**config.mk**
```make
export PLATFORM = sky130hd
export DESIGN_NAME = mwg_poly_cell
export DESIGN_NICKNAME = d
export VERILOG_FILES = /design/src/rtl/multi_waveform_generator_unit_defines.svh /design/src/rtl/mwg_pkg.sv /design/src/rtl/mwg_poly_cell.sv
export SDC_FILE = /design/constraint.sdc
export NUM_CORES = 2
export LEC_CHECK = 0
export BUFFER_PORTS_ARGS = -buffer_cell sky130_fd_sc_hd__clkbuf_2
export CAP_MARGIN = 20
export CORE_MARGIN = 2
export CORE_UTILIZATION = 30
export DETAILED_ROUTE_END_ITERATION = 8
export GPL_TIMING_DRIVEN = 0
export HOLD_SLACK_MARGIN = 0.12
export PLACE_DENSITY_LB_ADDON = 0.12
export SYNTH_ARGS = -nofsm -noshare
export SYNTH_HDL_FRONTEND = slang
export SYNTH_SLANG_ARGS = --single-unit
```
**constraint.sdc**
```tcl
create_clock -name clk_i -period 9.3 [get_ports clk_i]
set_input_delay 0.93 -clock clk_i [delete_from_list [all_inputs] [get_ports clk_i]]
set_output_delay 0.93 -clock clk_i [all_outputs]
set_load 0.01 [all_outputs]
```
**src/rtl/multi_waveform_generator_unit_defines.svh**
```systemverilog
// ----------------------------------------------------------------------------
// Assertion macros for the multi-waveform generator
// Shared property shapes used by the checks at the end of the top level.
// ----------------------------------------------------------------------------
`ifndef MULTI_WAVEFORM_GENERATOR_UNIT_DEFINES_SVH
`define MULTI_WAVEFORM_GENERATOR_UNIT_DEFINES_SVH

// Same-cycle implication, disabled while reset is asserted.
`define MWG_ASSERT_IMP(lbl, ante, cons) \
  lbl: assert property (@(posedge clk_i) disable iff (!rst_ni) (ante) |-> (cons)) \
    else $error("mwg same-cycle check failed");

// Next-cycle implication, disabled while reset is asserted.
`define MWG_ASSERT_NXT(lbl, ante, cons) \
  lbl: assert property (@(posedge clk_i) disable iff (!rst_ni) (ante) |=> (cons)) \
    else $error("mwg next-cycle check failed");

`endif

```
**src/rtl/mwg_pkg.sv**
```systemverilog
// ----------------------------------------------------------------------------
// mwg_pkg
// Types, constants and helpers shared by the waveform generator modules.
// ----------------------------------------------------------------------------
`default_nettype none

package mwg_pkg;

  localparam int unsigned PHASE_BITS_DEF  = 16;
  localparam int unsigned COLUMN_BITS_DEF = 12;

  // Turn-scaling constant, round(2^40 * 0.01 / (2*pi)).
  localparam logic [30:0] TURN_K = 31'd1749927106;

  // Odd sine polynomial coefficients in Q30.
  localparam logic [30:0] C_A1 = 31'd1686629713;
  localparam logic [30:0] C_A3 = 31'd693598670;
  localparam logic [30:0] C_A5 = 31'd85569306;
  localparam logic [30:0] C_A7 = 31'd5026995;
  localparam logic [30:0] C_A9 = 31'd172273;

  localparam int unsigned POLY_CELLS = 4;
  localparam int unsigned QUO_BITS   = 20;
  localparam int unsigned REM_W      = 44;
  localparam int unsigned DEN_W      = 32;

  localparam logic signed [19:0] VAL_MAX = 20'sd524287;
  localparam logic signed [19:0] VAL_MIN = -20'sd524288;
  localparam logic signed [19:0] VAL_ONE = 20'sd4096;

  typedef enum logic [2:0] {
    WAVE_SINE     = 3'd0,
    WAVE_COSINE   = 3'd1,
    WAVE_TANGENT  = 3'd2,
    WAVE_SQUARE   = 3'd3,
    WAVE_SAWTOOTH = 3'd4
  } wave_e;

  typedef enum logic [1:0] {
    REG_WAVE_TYPE = 2'd0,
    REG_FREQUENCY = 2'd1,
    REG_AMPLITUDE = 2'd2,
    REG_MID_Y     = 2'd3
  } cfg_reg_e;

  // One lane of the sine evaluator: quarter position, its square, the
  // running Horner term and the half-turn sign.
  typedef struct packed {
    logic [30:0] r;
    logic [30:0] x2;
    logic [30:0] t;
    logic        neg;
  } lane_t;

  // Partial state of the restoring divider.
  typedef struct packed {
    logic [REM_W-1:0]    rem;
    logic [DEN_W-1:0]    den;
    logic [QUO_BITS-1:0] quo;
  } div_t;

  // Side data that rides along with the divider.
  typedef struct packed {
    logic signed [19:0] alt;
    logic               tneg;
    logic               zero;
    logic               spos;
    logic               ovf;
  } pass_t;

  // Coefficient used by poly cell k, highest order first after A9.
  function automatic logic [30:0] poly_coef(int unsigned k);
    logic [30:0] c;
    unique case (k)
      0:       c = C_A7;
      1:       c = C_A5;
      2:       c = C_A3;
      default: c = C_A1;
    endcase
    return c;
  endfunction

  // Fold a 32-bit turn phase into a quarter-turn position and a sign.
  function automatic lane_t lane_setup(logic [31:0] ph);
    lane_t l;
    l.r   = ph[30] ? (31'h4000_0000 - {1'b0, ph[29:0]}) : {1'b0, ph[29:0]};
    l.x2  = '0;
    l.t   = C_A9;
    l.neg = ph[31];
    return l;
  endfunction

endpackage

`default_nettype wire

```
**src/rtl/mwg_poly_cell.sv**
```systemverilog
// ----------------------------------------------------------------------------
// mwg_poly_cell
// One Horner step of the sine polynomial: t <= COEF - x2 * t / 2^30.
// ----------------------------------------------------------------------------
`default_nettype none

module mwg_poly_cell #(
  parameter logic [30:0] COEF = mwg_pkg::C_A1
) (
  input  wire logic          clk_i,
  input  wire logic          en_i,
  input  wire mwg_pkg::lane_t lane_i,
  output mwg_pkg::lane_t     lane_o
);

  logic [61:0]    prod;
  logic [31:0]    step;
  mwg_pkg::lane_t lane_d, lane_q;

  assign prod = 62'(lane_i.x2) * 62'(lane_i.t);
  assign step = {1'b0, COEF} - prod[61:30];

  always_comb begin
    lane_d   = lane_i;
    lane_d.t = step[30:0];
  end

  always_ff @(posedge clk_i) begin
    if (en_i) begin
      lane_q <= lane_d;
    end
  end

  assign lane_o = lane_q;

endmodule

`default_nettype wire

```
==> run_results.csv <==
group,metric,value,unit
outcome,run_status,"completed",
logic_synthesis,synth_edf_count,94,
die,start_util,30.16,%
hold_path,hold_start,"lane_i[92]",
cts,clockBufferDepth,2,
sta,max_freq,0.1101,GHz
drt,wl,140000,um
sta,finalCritPeriodShare,97.63,%
job,cap_viol_max_count,0,
drt,wl_per_cell,25.92,um
die,die_w,342.3,um
die,die_area,117200,um^2
cts,cts_made_buffers,9,
placed_design,hpwl,119900,um
worst_setup_path,cp_max_fo,10,
placed_design,globalplace.congestion,0.9044,
sta,slew_headroom,41.94,%
logic_synthesis,netlist_area,34340,um^2
logic_synthesis,ys_seq_elements,94,
grt,grt_pass1_wl,201400,um
layout,regArea,2823,um^2
logic_synthesis,synth.distinct_cells,75,
drt,dr.pass1.iters,5,
hold_path,min_path_cells,1,
die,rows,124,
logic_synthesis,synth-warning-count,0,
layout,final_cell_mix,"fa_1, inv_1, nand2_1",
worst_setup_path,crit_required,9470,ps
layout,utilization,34.27,%
grt,grt_max_degree,79,
layout,multiInputGateArea,28310,um^2
sta,setup_violations,0,
hold_path,hold_path_end,"lane_o[92]",
drt,dr_total_vias,26020,
grt,grt_overflow_total,0,
drt,drc,0,
logic_synthesis,syn_nets,4817,
cts,cts_root_buf,"clkbuf_16",
worst_setup_path,cp-end-kind,"register",
sta,finalMaxSlewViolations,0,
grt,antenna_found_initial,25,
layout,final_layout_size_suffix_gt1_share,13.29,%
drt,drt.antenna.violating_nets,0,
cts,clk_pin_slew,110,ps
cts,clock-sinks,94,
placed_design,io_buffers,189,
hold_path,min_path_type,"in -> reg",
logic_synthesis,seq_area_frac_synth,8.219,%
logic_synthesis,postSynthAreaPerCell,9.437,um^2
sta,min_period,9079,ps
layout,layout_commonest_cell,"fa_1",
sta,finalHoldViolCount,0,
die,io_pins,190,
layout,num-nets-final,5056,
die,core-area,113900,um^2
logic_synthesis,ys.flop_type,"edfxtp_1",
grt,grt_use_total,24.48,%
layout,largest_reg_flops,94,
cts,cts_tree,"built",
drt,drt_iter0_markers,1965,
cts,hold_buffers,0,
layout,fillers,12040,
layout,synthToLayoutAreaGrowth,13.63,%
die,die_h,342.3,um
logic_synthesis,async_flop_share,0,%
cts,htree_levels,3,
logic_synthesis,postSynthCellCount,3639,
worst_setup_path,start_kind,"primary input",
worst_setup_path,crit_type,"in -> reg",
sta,worstMarginPinSlew,870.8,ps
drt,via_per_inst,4.816,
worst_setup_path,cp.arrival,9250,ps
grt,grt_pass1_vias,28080,
cells by family (layout without fill, tap and decap cells):
family | after synthesis | after routing | share of synthesized area [%]
compound gates | 247 | 247 | 4.911
buf+inv | 976 | 1220 | 10.69
mux | 5 | 5 | 0.1494
simple gates | 1186 | 1186 | 17.10
other cells | 0 | 8 | 0
fa+ha+maj | 1082 | 1082 | 57.67
flops | 94 | 94 | 8.219
xor+xnor | 49 | 49 | 1.250
per-layer routing:
metal | routed length [um] | vias to the layer above | GRT usage (%)
li1 | - | 11300 | -
met1 | 59450 | 13700 | 32.32
met2 | 65360 | 857 | 39.72
met3 | 10480 | 159 | 5.620
met4 | 4686 | 8 | 7.749
met5 | 50 | - | 0
worst max-delay path, cell delays in order:
cell and delay (ps):
clkbuf_2 220, buf_8 240, and2_1 180, fa_1 520, fa_1 550, inv_1 70
fa_1 500, fa_1 520, inv_1 50, fa_1 550, fa_1 440, fa_2 650
fa_1 470, ha_2 420, nand2_2 130, or3_1 380, a2111o_1 360, a21oi_4 190
buf_4 140, nor3_2 40, o221a_4 240, or3b_4 400, a211oi_4 370, o211ai_4 180
a31o_1 270, a21oi_2 110, xor2_1 80
cell type report:
cell class	count	area share (%)
Timing Repair Buffer	230	3.572
Sequential cell	94	7.234
Tap cell	1512	4.848
Buffer	202	3.546
Clock buffer	9	0.5771
Inverter	772	7.426
Antenna cell	8	0.05130
Multi-Input combinational cell	2569	72.55
Clock inverter	7	0.1924
cells in the mapped netlist, types with 4 or more instances:
| cell | number | area, um^2 |
|---|---|---|
| fa_1 | 835 | 16720 |
| inv_1 | 772 | 2898 |
| nand2_1 | 577 | 2166 |
| and2_1 | 467 | 2922 |
| ha_1 | 247 | 3090 |
| clkbuf_1 | 199 | 747.0 |
| edfxtp_1 | 94 | 2823 |
| a21oi_1 | 75 | 375.4 |
| nor2_1 | 52 | 195.2 |
| o21ai_0 | 42 | 210.2 |
| xnor2_1 | 31 | 271.5 |
| a21o_1 | 21 | 157.7 |
| nand4_1 | 18 | 112.6 |
| o211ai_1 | 18 | 135.1 |
| xor2_1 | 18 | 157.7 |
| nor3_1 | 15 | 75.07 |
| nand3_1 | 12 | 60.06 |
| a211oi_1 | 9 | 67.56 |
| or3_1 | 9 | 56.30 |
| nand2b_1 | 8 | 50.05 |
| o21ai_1 | 7 | 35.03 |
| and3_1 | 6 | 37.54 |
| o21a_1 | 6 | 45.04 |
| o2111ai_1 | 5 | 43.79 |
| o211a_1 | 5 | 50.05 |
| o31ai_1 | 5 | 37.54 |
| a211o_1 | 4 | 35.03 |
| a211oi_2 | 4 | 50.05 |
| a311oi_1 | 4 | 35.03 |
| buf_2 | 4 | 20.02 |
| mux2i_1 | 4 | 40.04 |
| o21bai_1 | 4 | 30.03 |
metrics by stage:
step	hold slack, ps	setup slack (ps)	instances	area, um^2	TNS, ps
final	669.8	220.6	5403	39020	0
after global routing	659.0	-25.94	5396	39000	-36.09
after CTS	641.0	4.134	5371	38190	0
after detailed placement	1109	-1755	5350	37360	-29650
after global placement	1107	-2219	5340	37180	-42460
after floorplan	1029	714.0	3639	34340	0
how the worst max path moves through the flow:
stage / start / end / slack (ps) / cells past startpoint
after detailed placement: lane_i[32] / lane_o[30] / -1760 / 28
final: lane_i[49] / lane_o[29] / 220 / 27
after global routing: lane_i[58] / lane_o[30] / -30 / 29
after floorplan: lane_i[55] / lane_o[30] / 710 / 29
after global placement: lane_i[32] / lane_o[30] / -2220 / 28
after CTS: lane_i[59] / lane_o[31] / 4 / 28
what timing repair did:
action	CTS	global route
pin swaps	5	30
endpoints found under the setup margin	24	18
buffers inserted	5	26
gates resized for setup	236	286
Power is not shown: default switching activity piles up to over one toggle a cycle in this logic, so the estimate is an artifact.
