$ cat config.mk
export PLATFORM = sky130hd
export DESIGN_NAME = mwg_div_cell
export DESIGN_NICKNAME = d
export VERILOG_FILES = /design/src/rtl/multi_waveform_generator_unit_defines.svh /design/src/rtl/mwg_pkg.sv /design/src/rtl/mwg_div_cell.sv
export SDC_FILE = /design/constraint.sdc
export NUM_CORES = 1
export LEC_CHECK = 0
export ABC_AREA = 1
export ABC_CLOCK_PERIOD_IN_PS = 2900
export BUFFER_PORTS_ARGS = -buffer_cell sky130_fd_sc_hd__buf_4
export CORE_AREA = 2 2 125 127
export DETAILED_ROUTE_END_ITERATION = 7
export DIE_AREA = 0 0 127 129
export GPL_TIMING_DRIVEN = 0
export MAX_ROUTING_LAYER = met4
export PLACE_DENSITY = 0.78
export SYNTH_ARGS = -nofsm -noshare
export SYNTH_HDL_FRONTEND = slang
export SYNTH_SLANG_ARGS = --single-unit
$ cat constraint.sdc
create_clock -name clk_i -period 2.9 [get_ports clk_i]
set_input_delay 0.58 -clock clk_i [delete_from_list [all_inputs] [get_ports clk_i]]
set_output_delay 0.58 -clock clk_i [all_outputs]
set_load 0.05 [all_outputs]
$ cat src/rtl/multi_waveform_generator_unit_defines.svh
// ----------------------------------------------------------------------------
// Assertion macros for the multi-waveform generator
// Shared property shapes used by the checks at the end of the top level.
// ----------------------------------------------------------------------------
`ifndef MULTI_WAVEFORM_GENERATOR_UNIT_DEFINES_SVH
`define MULTI_WAVEFORM_GENERATOR_UNIT_DEFINES_SVH

// Same-cycle implication, disabled while reset is asserted.
`define MWG_ASSERT_IMP(lbl, ante, cons) \
  lbl: assert property (@(posedge clk_i) disable iff (!rst_ni) (ante) |-> (cons)) \
    else $error("mwg same-cycle check failed");

// Next-cycle implication, disabled while reset is asserted.
`define MWG_ASSERT_NXT(lbl, ante, cons) \
  lbl: assert property (@(posedge clk_i) disable iff (!rst_ni) (ante) |=> (cons)) \
    else $error("mwg next-cycle check failed");

`endif

$ cat src/rtl/mwg_pkg.sv
// ----------------------------------------------------------------------------
// mwg_pkg
// Types, constants and helpers shared by the waveform generator modules.
// ----------------------------------------------------------------------------
`default_nettype none

package mwg_pkg;

  localparam int unsigned PHASE_BITS_DEF  = 16;
  localparam int unsigned COLUMN_BITS_DEF = 12;

  // Turn-scaling constant, round(2^40 * 0.01 / (2*pi)).
  localparam logic [30:0] TURN_K = 31'd1749927106;

  // Odd sine polynomial coefficients in Q30.
  localparam logic [30:0] C_A1 = 31'd1686629713;
  localparam logic [30:0] C_A3 = 31'd693598670;
  localparam logic [30:0] C_A5 = 31'd85569306;
  localparam logic [30:0] C_A7 = 31'd5026995;
  localparam logic [30:0] C_A9 = 31'd172273;

  localparam int unsigned POLY_CELLS = 4;
  localparam int unsigned QUO_BITS   = 20;
  localparam int unsigned REM_W      = 44;
  localparam int unsigned DEN_W      = 32;

  localparam logic signed [19:0] VAL_MAX = 20'sd524287;
  localparam logic signed [19:0] VAL_MIN = -20'sd524288;
  localparam logic signed [19:0] VAL_ONE = 20'sd4096;

  typedef enum logic [2:0] {
    WAVE_SINE     = 3'd0,
    WAVE_COSINE   = 3'd1,
    WAVE_TANGENT  = 3'd2,
    WAVE_SQUARE   = 3'd3,
    WAVE_SAWTOOTH = 3'd4
  } wave_e;

  typedef enum logic [1:0] {
    REG_WAVE_TYPE = 2'd0,
    REG_FREQUENCY = 2'd1,
    REG_AMPLITUDE = 2'd2,
    REG_MID_Y     = 2'd3
  } cfg_reg_e;

  // One lane of the sine evaluator: quarter position, its square, the
  // running Horner term and the half-turn sign.
  typedef struct packed {
    logic [30:0] r;
    logic [30:0] x2;
    logic [30:0] t;
    logic        neg;
  } lane_t;

  // Partial state of the restoring divider.
  typedef struct packed {
    logic [REM_W-1:0]    rem;
    logic [DEN_W-1:0]    den;
    logic [QUO_BITS-1:0] quo;
  } div_t;

  // Side data that rides along with the divider.
  typedef struct packed {
    logic signed [19:0] alt;
    logic               tneg;
    logic               zero;
    logic               spos;
    logic               ovf;
  } pass_t;

  // Coefficient used by poly cell k, highest order first after A9.
  function automatic logic [30:0] poly_coef(int unsigned k);
    logic [30:0] c;
    unique case (k)
      0:       c = C_A7;
      1:       c = C_A5;
      2:       c = C_A3;
      default: c = C_A1;
    endcase
    return c;
  endfunction

  // Fold a 32-bit turn phase into a quarter-turn position and a sign.
  function automatic lane_t lane_setup(logic [31:0] ph);
    lane_t l;
    l.r   = ph[30] ? (31'h4000_0000 - {1'b0, ph[29:0]}) : {1'b0, ph[29:0]};
    l.x2  = '0;
    l.t   = C_A9;
    l.neg = ph[31];
    return l;
  endfunction

endpackage

`default_nettype wire

$ cat src/rtl/mwg_div_cell.sv
// ----------------------------------------------------------------------------
// mwg_div_cell
// One restoring division step that resolves quotient bit SHIFT.
// ----------------------------------------------------------------------------
`default_nettype none

module mwg_div_cell #(
  parameter int unsigned SHIFT = 0
) (
  input  wire logic           clk_i,
  input  wire logic           en_i,
  input  wire mwg_pkg::div_t  div_i,
  input  wire mwg_pkg::pass_t pass_i,
  output mwg_pkg::div_t       div_o,
  output mwg_pkg::pass_t      pass_o
);

  localparam int unsigned CW = mwg_pkg::DEN_W + mwg_pkg::QUO_BITS;

  logic [CW-1:0]  sub, remx, diff;
  logic           take;
  mwg_pkg::div_t  div_d, div_q;
  mwg_pkg::pass_t pass_q;

  assign sub  = CW'(div_i.den) << SHIFT;
  assign remx = CW'(div_i.rem);
  assign take = (remx >= sub);
  assign diff = remx - sub;

  always_comb begin
    div_d = div_i;
    if (take) begin
      div_d.rem = diff[mwg_pkg::REM_W-1:0];
      div_d.quo = div_i.quo | (mwg_pkg::QUO_BITS'(1) << SHIFT);
    end
  end

  always_ff @(posedge clk_i) begin
    if (en_i) begin
      div_q  <= div_d;
      pass_q <= pass_i;
    end
  end

  assign div_o  = div_q;
  assign pass_o = pass_q;

endmodule

`default_nettype wire

==> flow_summary.yaml, run 1 <==
sta:
  period_minus_slack_ps: 2680
  hold_viol_final: 0
  relSlewSlack: 0.680
  slew_violations: 0
  max_freq_mhz: 373
  hold_slack_ps: 334
  setup_viol: 0
  post-route-period-util: 0.925
  rsz0062_at_grt: "false"
  tightest_slew_ps: 480
yosys:
  ys_ff_latch: 120
  synthAdderAreaFrac: 0.0573
  synthMuxAreaShare: 0
  synth_cell_types: 27
  yosys.area_share.xor_xnor: 0.0263
  synth_area_per_cell_um2: 7.78
  synthSimpleGateAreaFrac: 0.289
  synth.cell_area_mm2: 0.00733
  synth-compound-area-share: 0.0273
  synth_top_family_by_area: "simple AND/OR/NAND/NOR gates"
  synth_area_leaders: "edfxtp_1, nand2_1, inv_1, ha_1, nor2_1"
  synth_top_area_share: 0.492
  synth_seq_area_share: 0.492
  synth_nets: 1097
  syn_inst: 942
  synth_warnings: 0
  synth_top_area_cell: "edfxtp_1"
hold_path:
  hold_depth: 1
  hold_path_class: "in2reg"
  hold_path.startpoint: "pass_i[6]"
  hold-path-endpoint: "pass_o[6]"
cts:
  cts_setup_buffers: 0
  htreeDepth: 4
  cts.path.max_buffers: 2
  cts_hold_buf: 0
  post_cts_resized: 0
  cts_tree: "yes"
  clkTransAtPathRegs_ps: 60
  cts_root_buf: "clkbuf_16"
  cts_sinks: 120
  cts_buffers: 17
cells_and_area:
  final_common_cell: "nand2_1"
  mostFrequentLayoutCells: "nand2_1, buf_4, inv_1, edfxtp_1, nor2_1"
  layout-drive-gt1-share: 0.242
  fin_area_mm2: 0.0100
  nets: 1358
  diodes: 0
  area_growth_pct: 36.5
  final_cells: 1403
routing:
  drt_iter0_drc: 406
  vias: 6768
  wl_per_cell_um: 15.7
  dr.pass1.iters: 5
  viasPerCell: 4.82
  dr_wl_met3_um: 1650
  met1_length_um: 9270
  antenna_left: 0
  dr_wl_met2_um: 10500
  drcViolationCount: 0
  wl_um: 22000
  maxUsedRoutingLayer: "met4"
floorplanning:
  initial_core_util: 0.489
  num_io_pins: 242
  core_area_mm2: 0.0150
  die_area_mm2: 0.0164
  row_count: 45
  die_width_um: 127
  die_h_um: 129
grt:
  grt_pass1_wl_um: 33200
  first_global_vias: 6409
  grt_usage: 0.276
  grt_max_degree: 121
  overflow: 0
  antenna_found_initial: 0
critical_path:
  worstSetupStartpointType: "input port"
  worst-path-max-fanout: 10
  arrival_ps: 2970
  path_class: "in2reg"
  required_ps: 3190
  critPathCaptureType: "register"
flow_run:
  drv_cap: 0
power:
  worst_ir_drop_vdd_uv: 363
  leakagePower_uw: 0.00523
  power_density_mw_per_mm2: 607
status:
  status: "finished clean"
placement:
  post_dp_cell_area_mm2: 0.00938
  gp_congestion: 0.929
  dp_hpwl_um: 17400
  numPortBuffers: 241
  post-place-cells: 1371
## layer usage
layer / vias to the layer above / global-route usage
met1: 3064 / 0.331
met3: 29 / 0.0728
met2: 235 / 0.456
met5: - / -
li1: 3440 / -
met4: 0 / 0.0937
## cells in the mapped netlist
cell / n
buf_4: 1
nand3_1: 44
or2_2: 1
nand4_1: 7
fa_1: 1
nand2_1: 386
nor2_4: 1
inv_1: 192
buf_2: 3
nand3b_1: 4
and2_1: 1
edfxtp_1: 120
nand2_2: 3
xor2_1: 21
or2_1: 1
buf_6: 4
o21bai_1: 2
ha_1: 32
nand2_4: 1
nor2_1: 63
a21oi_1: 31
inv_2: 2
nor2_2: 5
nor3_1: 7
o21ai_0: 6
nor4_1: 2
xnor2_1: 1
## power by group
part / switching (uW) / internal (uW) / total, uW
Sequential: 49.7 / 2130 / 2180
Combinational: 1200 / 541 / 1740
Clock: 802 / 1350 / 2150
## layout make-up
class	instances	area [um^2]
sequential	120	3600
buffer	8	67.6
multi-input combinational	620	2930
timing repair buffer	242	1840
clock buffer	17	425
inverter	194	728
clock inverter	14	173
fill	1310	4970
tap	188	235
## critical path, stage by stage
cell	delay (ps)
buf_4	110
ha_1	220
fa_1	410
inv_1	140
nand3_1	80
nand3_1	160
nand3_1	100
nand3_1	180
nand2_1	110
nand2_1	120
nand2_1	90
nand2_4	80
buf_6	150
buf_6	170
nand2_1	150
nand2_1	100
## cells by family (layout without fill, tap and decap cells)
family,Yosys count,count (layout)
adder cells (fa/ha/maj),33,33
AND/OR/NAND/NOR,526,526
AO/OA/AOI/OAI,39,39
flip-flops,120,120
buffers and inverters,202,475
XOR/XNOR,22,22
## metrics by stage
| step | power (uW) | worst slack, ps | TNS [ps] | utilization |
|---|---|---|---|---|
| floorplan | 3340 | 388 | 0 | - |
| global placement | 3930 | -156 | -2110 | 0.626 |
| global route | 6320 | 80.3 | 0 | 0.668 |
| CTS | 6100 | 284 | 0 | 0.666 |
| detailed placement | 3940 | -129 | -1840 | 0.626 |
| finish | 6070 | 217 | 0 | 0.668 |
## flip-flops by register name (all words and copies together), names as in the netlist
signal / flops
pass_o: 24
div_o: 96
## worst max-delay path by stage
stage                         start   endpoint  slack, ps
after global routing      div_i[20]  div_o[80]         80
after detailed placement  div_i[20]  div_o[80]       -130
after CTS                 div_i[20]  div_o[80]        280
after floorplan           div_i[52]  div_o[57]        390
final                     div_i[20]  div_o[80]        220
after global placement    div_i[20]  div_o[80]       -160
Note: power is estimated with default switching activity, not from simulation.
==> run 2, diff against run 1 <==
==> constraint.sdc (replaced) <==
create_clock -name clk_i -period 2.9 [get_ports clk_i]
set_input_delay 0.145 -clock clk_i [delete_from_list [all_inputs] [get_ports clk_i]]
set_output_delay 0.145 -clock clk_i [all_outputs]
set_load 0.05 [all_outputs]
==> flow_summary.yaml, run 2 (same netlist as run 1, synthesis figures left out) <==
cells_and_area:
  regArea_mm2: 0.00360
  mostFrequentLayoutCells: "nand2_1, buf_4, inv_1, edfxtp_1, dlygate4sd3_1"
  largest_reg_flops: 96
  fill_cells: 1129
  fin_area_mm2: 0.0109
  final_common_cell: "nand2_1"
  nets: 1445
  multi_input_area_mm2: 0.00294
  area_growth_pct: 48.5
  final_cells: 1491
  layout-drive-gt1-share: 0.227
routing:
  viasPerCell: 4.96
  drt_iter0_drc: 566
  wl_um: 26000
  wl_per_cell_um: 17.4
  antenna_left: 0
  dr.pass1.iters: 7
  drcViolationCount: 0
  vias: 7395
critical_path:
  slowest_delay_ps: 540
  path_class: "in2reg"
  worstSetupStartpointType: "input port"
  cp_num_buf_inv: 5
  worstSetupStartpoint: "div_i[20]"
  slowest_stage: "dlygate4sd3_1"
  path_depth: 17
  cp_common_cell: "nand2_1"
  critPathCaptureType: "register"
  required_ps: 3200
  cpLargestDelayFamily: "buffers and inverters"
  crit_chain: "dlygate4sd3_1, buf_4, ha_1, fa_1, inv_1, nand3_1, nand3_2, nand3_1, nand3_1, nand2_1, nand2_1, nand2_1, nand2_4, buf_6, buf_6, nand2_1, nand2_1"
  worst-path-max-fanout: 10
  arrival_ps: 3040
power:
  power_density_mw_per_mm2: 577
  worst_ir_drop_vdd_uv: 394
  leakagePower_uw: 0.00560
  power_uw: 6280
floorplanning:
  initial_core_util: 0.489
  die_h_um: 129
  row_count: 45
  die_area_mm2: 0.0164
  die_width_um: 127
  core_area_mm2: 0.0150
  num_io_pins: 242
placement:
  gp_congestion: 0.929
  dp_hpwl_um: 17400
  post_dp_cell_area_mm2: 0.00938
  numPortBuffers: 241
  dp_slack_ps: 306
  post-place-cells: 1371
sta:
  rsz0062_at_grt: "false"
  final.setup.tns_ps: 0
  slew_violations: 0
  max_freq_mhz: 364
  setup_viol: 0
  period_minus_slack_ps: 2750
  setup_slack_ps: 154
  relSlewSlack: 0.697
  tightest_slew_ps: 454
  hold_viol_final: 0
  post-route-period-util: 0.947
cts:
  cts_setup_buffers: 0
  cts_buffers: 17
  cts_tree: "yes"
  clkTransAtPathRegs_ps: 60
  cts_sinks: 120
  htreeDepth: 4
  cts.path.max_buffers: 2
  cts_root_buf: "clkbuf_16"
hold_path:
  hold_path_class: "in2reg"
  hold_depth: 3
  hold_path.startpoint: "div_i[75]"
grt:
  overflow: 0
  grt_pass1_wl_um: 38700
  antenna_found_initial: 1
  first_global_vias: 7179
  grt_usage: 0.325
  grt_max_degree: 121
flow_run:
  drv_cap: 0
status:
  status: "finished clean"
-- run 2: path summary, 6_finish.rpt --
path                         to
worst max-delay path  div_o[80]
worst min-delay path  div_o[75]
-- run 2: metrics by stage --
step	util	hold slack, ps
2_1_floorplan	-	244
3_3_place_gp	0.626	323
3_5_place_dp	0.626	325
4_1_cts	0.723	0.363
5_1_grt	0.727	1.83
6_report	0.727	2.91
-- run 2: where the power goes --
group | leakage, uW | switching [uW] | internal (uW)
combinational | 0.00413 | 1270 | 619
clock | 0.000290 | 858 | 1350
sequential | 0.00117 | 61.9 | 2130
total | 0.00560 | 2190 | 4100
-- run 2: area by class of cell --
type,instances,area share
Clock inverter,14,0.0159
Clock buffer,17,0.0391
Sequential cell,120,0.331
Tap cell,188,0.0216
Antenna cell,1,0.000230
Inverter,194,0.0669
Multi-Input combinational cell,620,0.270
Timing Repair Buffer,329,0.249
Buffer,8,0.00621
-- run 2: timing repair --
| action | in CTS | in global routing |
|---|---|---|
| hold endpoints to repair | 86 | 1 |
| endpoints found under the setup margin | 0 | 12 |
| hold buffers | 86 | 1 |
| resized for setup | 0 | 1 |
-- run 2: per-layer routing --
layer / global-route usage / share of wire / vias to the layer above
met4: 0.128 / 0.033 / 0
met5: - / 0 / -
met2: 0.547 / 0.49 / 344
met3: 0.0873 / 0.082 / 65
li1: - / - / 3619
met1: 0.372 / 0.39 / 3367
